[src/sv/bb3_pkg.sv]
// Shared types and constants for the 3x3 box blur.
// Used by bb3_linebuf, bb3_lane and box_blur_3x3_edge_mean_top; depends on nothing.
package bb3_pkg;

	localparam int MAX_WIDTH_DEF = 1024;
	localparam int CH_W          = 8;
	localparam int PIX_W         = 3 * CH_W;
	localparam int FW_W          = 11;
	localparam int FH_W          = 16;
	localparam int CFG_W         = 16;
	localparam int CFG_IDX_W     = 1;

	// Register indexes of the configuration port.
	localparam logic [CFG_IDX_W-1:0] REG_FRAME_WIDTH  = 1'b0;
	localparam logic [CFG_IDX_W-1:0] REG_FRAME_HEIGHT = 1'b1;

	// Number of window neighbours that exist for the current output pixel.
	typedef logic [1:0] bb3_cnt_t;
	localparam bb3_cnt_t CNT_4 = 2'd0;
	localparam bb3_cnt_t CNT_6 = 2'd1;
	localparam bb3_cnt_t CNT_9 = 2'd2;

	// Window sum and rounding: mean = floor((2*sum + n) / (2*n)), done as a
	// multiply by a scaled reciprocal and a right shift.
	localparam int SUM_W       = 12;
	localparam int NUM_W       = 13;
	localparam int RECIP_W     = 16;
	localparam int PROD_W      = NUM_W + RECIP_W;
	localparam int RECIP_SHIFT = 17;
	localparam logic [RECIP_W-1:0] RECIP_4 = 16'd32768;
	localparam logic [RECIP_W-1:0] RECIP_6 = 16'd21846;
	localparam logic [RECIP_W-1:0] RECIP_18 = 16'd7282;

	typedef struct packed {
		logic top;
		logic bot;
		logic left;
		logic right;
	} bb3_edges_t;

	typedef struct packed {
		logic       shift_en;
		logic       sum_en;
		logic       mean_en;
		bb3_edges_t edges;
		bb3_cnt_t   cnt;
	} bb3_lane_ctrl_t;

endpackage

[src/sv/bb3_lane.sv]
// One color channel of the blur: 3x3 window, masked window sum and the
// rounded mean by reciprocal multiply. Depends on bb3_pkg.
module bb3_lane import bb3_pkg::*; (
	input  logic            clk,
	input  bb3_lane_ctrl_t  ctrl,
	input  logic [CH_W-1:0] up_px,
	input  logic [CH_W-1:0] lo_px,
	input  logic [CH_W-1:0] in_px,
	output logic [CH_W-1:0] mean
);

	logic [CH_W-1:0]    win_q [3][3];
	logic [2:0]         row_ok;
	logic [2:0]         col_ok;
	logic [SUM_W-1:0]   sum_c;
	logic [SUM_W-1:0]   sum_s3;
	logic [NUM_W-1:0]   num;
	logic [RECIP_W-1:0] recip;
	logic [PROD_W-1:0]  prod;
	logic [CH_W-1:0]    mean_q;

	always_ff @(posedge clk) begin
		if (ctrl.shift_en) begin
			for (int r = 0; r < 3; r++) begin
				win_q[r][0] <= win_q[r][1];
				win_q[r][1] <= win_q[r][2];
			end
			win_q[0][2] <= up_px;
			win_q[1][2] <= lo_px;
			win_q[2][2] <= in_px;
		end
	end

	assign row_ok = {~ctrl.edges.bot, 1'b1, ~ctrl.edges.top};
	assign col_ok = {~ctrl.edges.right, 1'b1, ~ctrl.edges.left};

	always_comb begin
		sum_c = '0;
		for (int r = 0; r < 3; r++) begin
			for (int c = 0; c < 3; c++) begin
				if (row_ok[r] && col_ok[c]) begin
					sum_c = sum_c + SUM_W'(win_q[r][c]);
				end
			end
		end
	end

	always_ff @(posedge clk) begin
		if (ctrl.sum_en) begin
			sum_s3 <= sum_c;
		end
	end

	// Interior pixels divide (2*sum + 9) by 18; edges and corners fold the
	// factor of two into the bias.
	always_comb begin
		case (ctrl.cnt)
			CNT_9: begin
				num   = {sum_s3, 1'b0} + NUM_W'(9);
				recip = RECIP_18;
			end
			CNT_6: begin
				num   = NUM_W'(sum_s3) + NUM_W'(3);
				recip = RECIP_6;
			end
			default: begin
				num   = NUM_W'(sum_s3) + NUM_W'(2);
				recip = RECIP_4;
			end
		endcase
	end

	assign prod = PROD_W'(num) * PROD_W'(recip);

	always_ff @(posedge clk) begin
		if (ctrl.mean_en) begin
			mean_q <= prod[RECIP_SHIFT +: CH_W];
		end
	end

	assign mean = mean_q;

endmodule

[config.mk]
export PLATFORM = sky130hd
export DESIGN_NAME = bb3_lane
export DESIGN_NICKNAME = d
export VERILOG_FILES = /design/src/sv/bb3_pkg.sv /design/src/sv/bb3_lane.sv
export SDC_FILE = /design/constraint.sdc
export NUM_CORES = 1
export LEC_CHECK = 0
export ABC_AREA = 1
export BUFFER_PORTS_ARGS = -buffer_cell sky130_fd_sc_hd__buf_2
export CAP_MARGIN = 10
export CORE_MARGIN = 2
export CORE_UTILIZATION = 65
export DETAILED_ROUTE_END_ITERATION = 6
export PLACE_DENSITY = 0.83
export SLEW_MARGIN = 10
export SYNTH_ARGS = -nofsm -noshare
export SYNTH_HDL_FRONTEND = slang
export SYNTH_SLANG_ARGS = --single-unit
export TNS_END_PERCENT = 20
[constraint.sdc]
create_clock -name clk -period 17.95 [get_ports clk]
set_clock_uncertainty 0.15 [all_clocks]
set_input_delay 1.795 -clock clk [delete_from_list [all_inputs] [get_ports clk]]
set_output_delay 1.795 -clock clk [all_outputs]
set_load 0.1 [all_outputs]
## Word level (Yosys, flattened, before mapping)

Memory sizes are Yosys's and may differ from the RTL's.
Cells that the tools add are included.

- Multipliers: 1
- Mux-type cells: 12
- Bitwise gates (word level): 4
- Reductions and logical operators: 4
- Add/sub/neg operators: 11
- Equality and inequality tests: 2

Operator list:

| kind | count |
|---|---|
| $add 12x8->12 | 8 |
| $mux 12 | 7 |
| $pmux 16 s2 | 1 |
| $add 12x2->13 const B | 2 |
| $pmux 13 s2 | 1 |
| $mul 13x16->25 | 1 |
| $add 13x4->13 const B | 1 |
| $mux 8 | 1 |
| $logic_and 1x1->1 | 4 |
| $not 1->1 | 4 |
| $eq 2x1->1 const B | 1 |
| $eq 2x2->1 const B | 1 |
| $mux 1 | 2 |

- Register bits: 20
- Word-level logic and storage cells: 37
- Output and inout port bits: 8
- Memories: 1
- Bits in writable memories: 72

Memories:

| name | depth | bits a word | rd ports | clocked after memory_dff | write ports | line | text |
|---|---|---|---|---|---|---|---|
| win_q | 3 | 24 | 3 | 0 | 3 | bb3_lane.sv:12 | `logic [CH_W-1:0] win_q [3][3];` |

## Logic depth before layout (Yosys ltp)

- Depth after elaboration: 18
- Gate-level depth with buffers: 57

## Least setup slack after synthesis

Ideal clock, no wire load.

- Path type: input to register
- Start point: input ctrl[3] in the netlist's numbering
- End point: register sum_s3[11], data pin
- Setup slack: 8.002 ns
- Buffers on the path: 1
- Stages: 46
- Setup time: 0.249 ns
- Arrival time: 9.549 ns
- Cells stage by stage: buf_6 -> nor2_4 -> inv_1 -> nor2_1 -> ha_1 -> inv_1 -> fa_1 -> nor2_1 -> fa_1 -> o21ai_0 -> fa_1 -> or2_2 -> o21ai_0 -> inv_1 -> fa_1 -> fa_1 -> or2_2 -> nand3_1 -> [10 not listed] -> nor2_1 -> or2_2 -> a21oi_1 -> inv_1 -> or2_2 -> nand3_1 -> o21ai_0 -> ha_1 -> inv_1 -> o21ai_0 -> and2_1 -> o21ai_0 -> nor2_2 -> nand3_1 -> a21oi_1 -> nand2_1 -> nand2_1 -> inv_1

- Word-level cells in the longest chain between the ends: 18
- Elaborated cells between the ends (all ways): 19

RTL lines:

| element | line | text |
|---|---|---|
| start: declaration | bb3_lane.sv:5 | `input bb3_lane_ctrl_t ctrl,` |
| $not 1->1 | bb3_lane.sv:35 | `assign col_ok = {~ctrl.edges.right, 1'b1, ~ctrl.edges.left};` |
| $logic_and 1x1->1 | bb3_lane.sv:41 | `if (row_ok[r] && col_ok[c]) begin` |
| $mux 8 | bb3_lane.sv:41 |  |
| $add 12x8->12 | bb3_lane.sv:42 | `sum_c = sum_c + SUM_W'(win_q[r][c]);` |
| $mux 12 | bb3_lane.sv:41 |  |
| $add 12x8->12 | bb3_lane.sv:42 |  |
| $mux 12 | bb3_lane.sv:41 |  |
| $add 12x8->12 | bb3_lane.sv:42 |  |
| [3 not listed] | -- |  |
| $mux 12 | bb3_lane.sv:41 |  |
| $add 12x8->12 | bb3_lane.sv:42 |  |
| $mux 12 (*) | bb3_lane.sv:41 |  |
| $add 12x8->12 | bb3_lane.sv:42 |  |
| $mux 12 (*) | bb3_lane.sv:41 |  |
| $add 12x8->12 | bb3_lane.sv:42 |  |
| $mux 12 (*) | bb3_lane.sv:41 |  |
| via sum_c[11] | bb3_lane.sv:15 | `logic [SUM_W-1:0] sum_c;` |
| end signal: assignment | bb3_lane.sv:50 | `sum_s3 <= sum_c;` |
| end: declaration | bb3_lane.sv:16 | `logic [SUM_W-1:0] sum_s3;` |

Mark *: on every way through the listed nets, which the timed path passes. The rest lies on a longest branch.
A chain may end at the register's enable or synchronous reset.

## Worst setup path after layout

Same ends and word-level chain as after synthesis.

==> results.py <==
metrics = {
    "layout": {
        "multiInputGateArea_um2": 7210,
        "final_layout_size_suffix_gt1_share_pct": 7.94,
        "diodes": 0,
        "regArea_um2": 2760,
        "postLayoutCellArea_um2": 11800,
        "syn_to_final_growth_pct": 6.46,
        "final_cells": 1605,
        "nets": 1652,
        "layout.filler_cells": 1277,
    },
    "floorplan": {
        "std_cell_rows": 47,
        "floorplan.io_pins": 42,
        "start_util_pct": 66.6,
        "chipWidth_um": 135,
        "die_area_um2": 18100,
        "die_height_um": 135,
        "floorplan.core_area_um2": 16600,
    },
    "yosys": {
        "synthTopCellsByArea": "sky130_fd_sc_hd__edfxtp_1 (25%), sky130_fd_sc_hd__ha_1 (17%), sky130_fd_sc_hd__fa_1 (16%), sky130_fd_sc_hd__inv_1 (9.3%), sky130_fd_sc_hd__nand2_1 (7.4%)",
        "ys_seq_area_share_pct": 24.9,
        "yosys.area.top_type": "sky130_fd_sc_hd__edfxtp_1",
        "yosys_warnings": 0,
        "yosysTopAreaCellShare_pct": 24.9,
        "post_synth_xor_area_fraction_pct": 2.85,
        "synth_net_count": 1613,
        "synth_async_sr_flop_share_pct": 0,
        "avgSynthCellArea_um2": 8.26,
        "synth.cell_area_um2": 11100,
        "synth_ff_type": "sky130_fd_sc_hd__edfxtp_1",
        "mux_share_of_post_synthesis_cell_area_pct": 0,
        "synthAdderAreaFrac_pct": 32.8,
        "area_fraction_in_and_or_nand_and_nor_cells_after_synthesis_pct": 18.6,
        "synth_top_family_by_area": "adder cells",
        "synth_common_cells": "sky130_fd_sc_hd__inv_1 (275), sky130_fd_sc_hd__nand2_1 (218), sky130_fd_sc_hd__ha_1 (150)",
        "synth.ff_latch_count": 92,
        "synth_cell_type_count": 46,
        "synth_compound_gate_area_share_pct": 10.8,
        "synth_most_common_cell": "sky130_fd_sc_hd__inv_1",
        "syn-instance-count": 1341,
        "synth-edff-count": 92,
    },
    "timing": {
        "timing.setup.tns_ns": 0,
        "report.final.slew_viol_count": 0,
        "report.final.hold_viol_count": 0,
        "max-slew-margin-rel_pct": 49.6,
        "final_setup_violations": 0,
        "post-route-period-util_pct": 59.8,
        "worst_slew_pin_slew_ns": 0.756,
        "min_period_ns": 10.74,
        "timing.fmax_ghz": 0.0931,
        "final_worst_slack_ns": 7.21,
        "grt_setup_unrepaired": "false",
    },
    "setup_path": {
        "critPathLaunchType": "primary input",
        "worst_setup_path_end_kind": "flip-flop",
        "critPathMostFrequentCell": "sky130_fd_sc_hd__inv_1",
        "crit_path_start": "ctrl[3]",
        "timing_worst_setup_path_type": "in2reg",
        "timing.critical_path.slowest_cell_delay_ns": 0.59,
        "reg2reg_setup_slack_ns": 8.80,
        "reg2reg_depth": 48,
        "cp.arrival_ns": 10.71,
        "critical_path.reg2reg.endpoint": "sum_s3[11]",
        "critPathCapture": "sum_s3[11]",
        "worst_r2r_startpoint": "win_q[0][16]",
        "critPathSlowestCell": "sky130_fd_sc_hd__fa_1",
        "critical_path.max_fanout": 18,
        "critPathRequiredTime_ns": 17.92,
    },
    "global_route": {
        "grt_max_degree": 43,
        "grt_remaining_overflow": 0,
        "grt_pass1_vias": 8861,
        "grt_first_pass_wirelength_mm": 40.9,
        "antenna_found_initial": 0,
        "grt.total_usage_pct": 28.4,
    },
    "power_and_ir_drop": {
        "power.net_switching_uw": 927,
        "seq_power_share_pct": 18.0,
        "clock_power_share_pct": 10.8,
        "power.density_nw_per_um2": 149,
        "maximum_resistive_drop_on_vdd_v": 0.000193,
        "total_leakage_power_uw": 0.00602,
        "intPower_uw": 827,
        "power_uw": 1750,
        "switching_share_of_power_pct": 52.8,
        "combinational_share_of_power_pct": 71.2,
    },
    "placed_design": {
        "place.gp.congestion": 0.946,
        "postPlaceCellArea_um2": 11500,
        "dp_cells": 1589,
        "placement.setup.worst_slack_ns": 6.97,
        "detailed_place_hpwl_mm": 20.3,
        "port-buffer-count": 41,
    },
    "detailed_routing": {
        "firstDrtPassIters": 5,
        "drc": 0,
        "post_drt_wl_per_cell_um": 15.5,
        "avgViaCountPerCell": 5.56,
        "drt-total-wl_mm": 24.9,
        "total_via_count_in_the_routed_design": 8920,
        "routed_antenna_nets": 0,
        "detailed_route_iter0_violations": 592,
    },
    "hold_path": {
        "min-delay-start": "win_q[0][15]",
        "hold_depth": 0,
        "worstHoldPathType": "reg2reg",
    },
    "clock_network": {
        "cts_buffer_depth": 2,
        "cts_made_buffers": 9,
        "post_cts_buffers": 0,
        "clock_tree.htree_level_count": 3,
        "cts_tree": "done",
        "numClockSinks": 92,
        "postCtsResizedCells": 0,
        "insertion_delay_ns": 0.36,
        "clkTransAtPathRegs_ns": 0.07,
        "clockRootBuffer": "sky130_fd_sc_hd__clkbuf_16",
        "cts_hold_buf": 0,
    },
    "job": {
        "max_cap_viols": 0,
    },
    "status": {
        "status": "finished, final reports clean",
    },
}
[metal layers]
metal | vias up | share of wire [%] | GRT usage [%] | wire length, um
li1 | 4438 | - | - | -
met1 | 4124 | 44 | 37.4 | 10900
met2 | 301 | 48 | 48.5 | 11900
met3 | 57 | 5.9 | 4.47 | 1470
met4 | 0 | 2.4 | 8.71 | 600
met5 | - | 0 | 0 | 0
[critical path, delay by kind of cell]
| family | cells | cell delay, ns |
|---|---|---|
| compound gates | 12 | 2.04 |
| fa+ha+maj | 9 | 3.44 |
| simple gates | 20 | 2.66 |
| buf+inv | 9 | 0.76 |
[flip-flops by register name (all words and copies together), names as in the netlist]
register,flops
sum_s3,12
mean,8
win_q,72
[power by group through the flow]
stage | Sequential, uW | Clock [uW] | Combinational, uW
finish | 316 | 189 | 1250
global route | 319 | 198 | 1410
CTS | 315 | 192 | 1240
detailed placement | 319 | 0 | 1220
global placement | 320 | 0 | 1180
floorplan | 382 | 0 | 895
[area by class of cell]
| cell class | instances | area share (%) |
|---|---|---|
| multi-input cells | 957 | 61.2 |
| flip-flops and latches | 92 | 23.4 |
| inverters | 278 | 8.85 |
| well taps | 220 | 2.33 |
| clock buffers | 9 | 1.91 |
| repair buffers | 42 | 1.80 |
| clock inverters | 7 | 0.541 |
[metrics by stage]
stage	util, %	hold slack (ns)
5_1_grt	70.9	0.317
3_5_place_dp	69.2	0.291
4_1_cts	70.9	0.307
2_1_floorplan	-	0.283
6_report	70.9	0.306
3_3_place_gp	69.2	0.286
[cell usage in the layout, fill, tap and decap left out, types with 2 or more instances in the layout]
cell                         netlist  routed
sky130_fd_sc_hd__nand3_2           7       7
sky130_fd_sc_hd__nand2_1         218     218
sky130_fd_sc_hd__clkbuf_16         0       9
sky130_fd_sc_hd__clkinvlp_4        0       2
sky130_fd_sc_hd__xor2_1           24      24
sky130_fd_sc_hd__inv_6             0       3
sky130_fd_sc_hd__fa_1             88      88
sky130_fd_sc_hd__nand3_1          46      46
sky130_fd_sc_hd__nor4_1            4       4
sky130_fd_sc_hd__nand2_2          18      18
sky130_fd_sc_hd__o41ai_1           2       2
sky130_fd_sc_hd__o21ai_0          84      84
sky130_fd_sc_hd__ha_1            150     150
sky130_fd_sc_hd__xnor2_1          12      12
sky130_fd_sc_hd__o21ai_1           4       4
sky130_fd_sc_hd__buf_2             1      41
sky130_fd_sc_hd__inv_8             0       2
sky130_fd_sc_hd__o22ai_1           5       5
sky130_fd_sc_hd__a21oi_1          83      83
sky130_fd_sc_hd__a221oi_1          2       2
sky130_fd_sc_hd__nand4_1           9       9
sky130_fd_sc_hd__or2_2             9       9
sky130_fd_sc_hd__nor2_4            2       2
sky130_fd_sc_hd__o211ai_1          5       5
sky130_fd_sc_hd__a21o_1            3       3
sky130_fd_sc_hd__inv_1           275     275
sky130_fd_sc_hd__nor2_1          132     132
sky130_fd_sc_hd__nor3_1            5       5
sky130_fd_sc_hd__and2_1            3       3
sky130_fd_sc_hd__a31oi_1          13      13
sky130_fd_sc_hd__o31ai_1           6       6
sky130_fd_sc_hd__inv_2             3       3
sky130_fd_sc_hd__edfxtp_1         92      92
sky130_fd_sc_hd__nor2_2            3       3
sky130_fd_sc_hd__nand2_4           7       7
[cell families (layout without fill, tap and decap cells)]
group | after synthesis | after routing
AOI/OAI and AO/OA | 218 | 218
xor gates and xnor gates | 36 | 36
adders and majority gates | 238 | 238
buffers and inverters | 292 | 336
DFF | 92 | 92
and+or+nand+nor | 465 | 465
[how the worst min path moves through the flow]
stage                   end  slack, ns
5_1_grt        win_q[0][23]       0.32
4_1_cts        win_q[0][16]       0.31
3_3_place_gp   win_q[0][19]       0.29
2_1_floorplan  win_q[0][10]       0.28
6_report       win_q[0][23]       0.31
3_5_place_dp   win_q[0][23]       0.29
(Power assumes the default switching activity.)
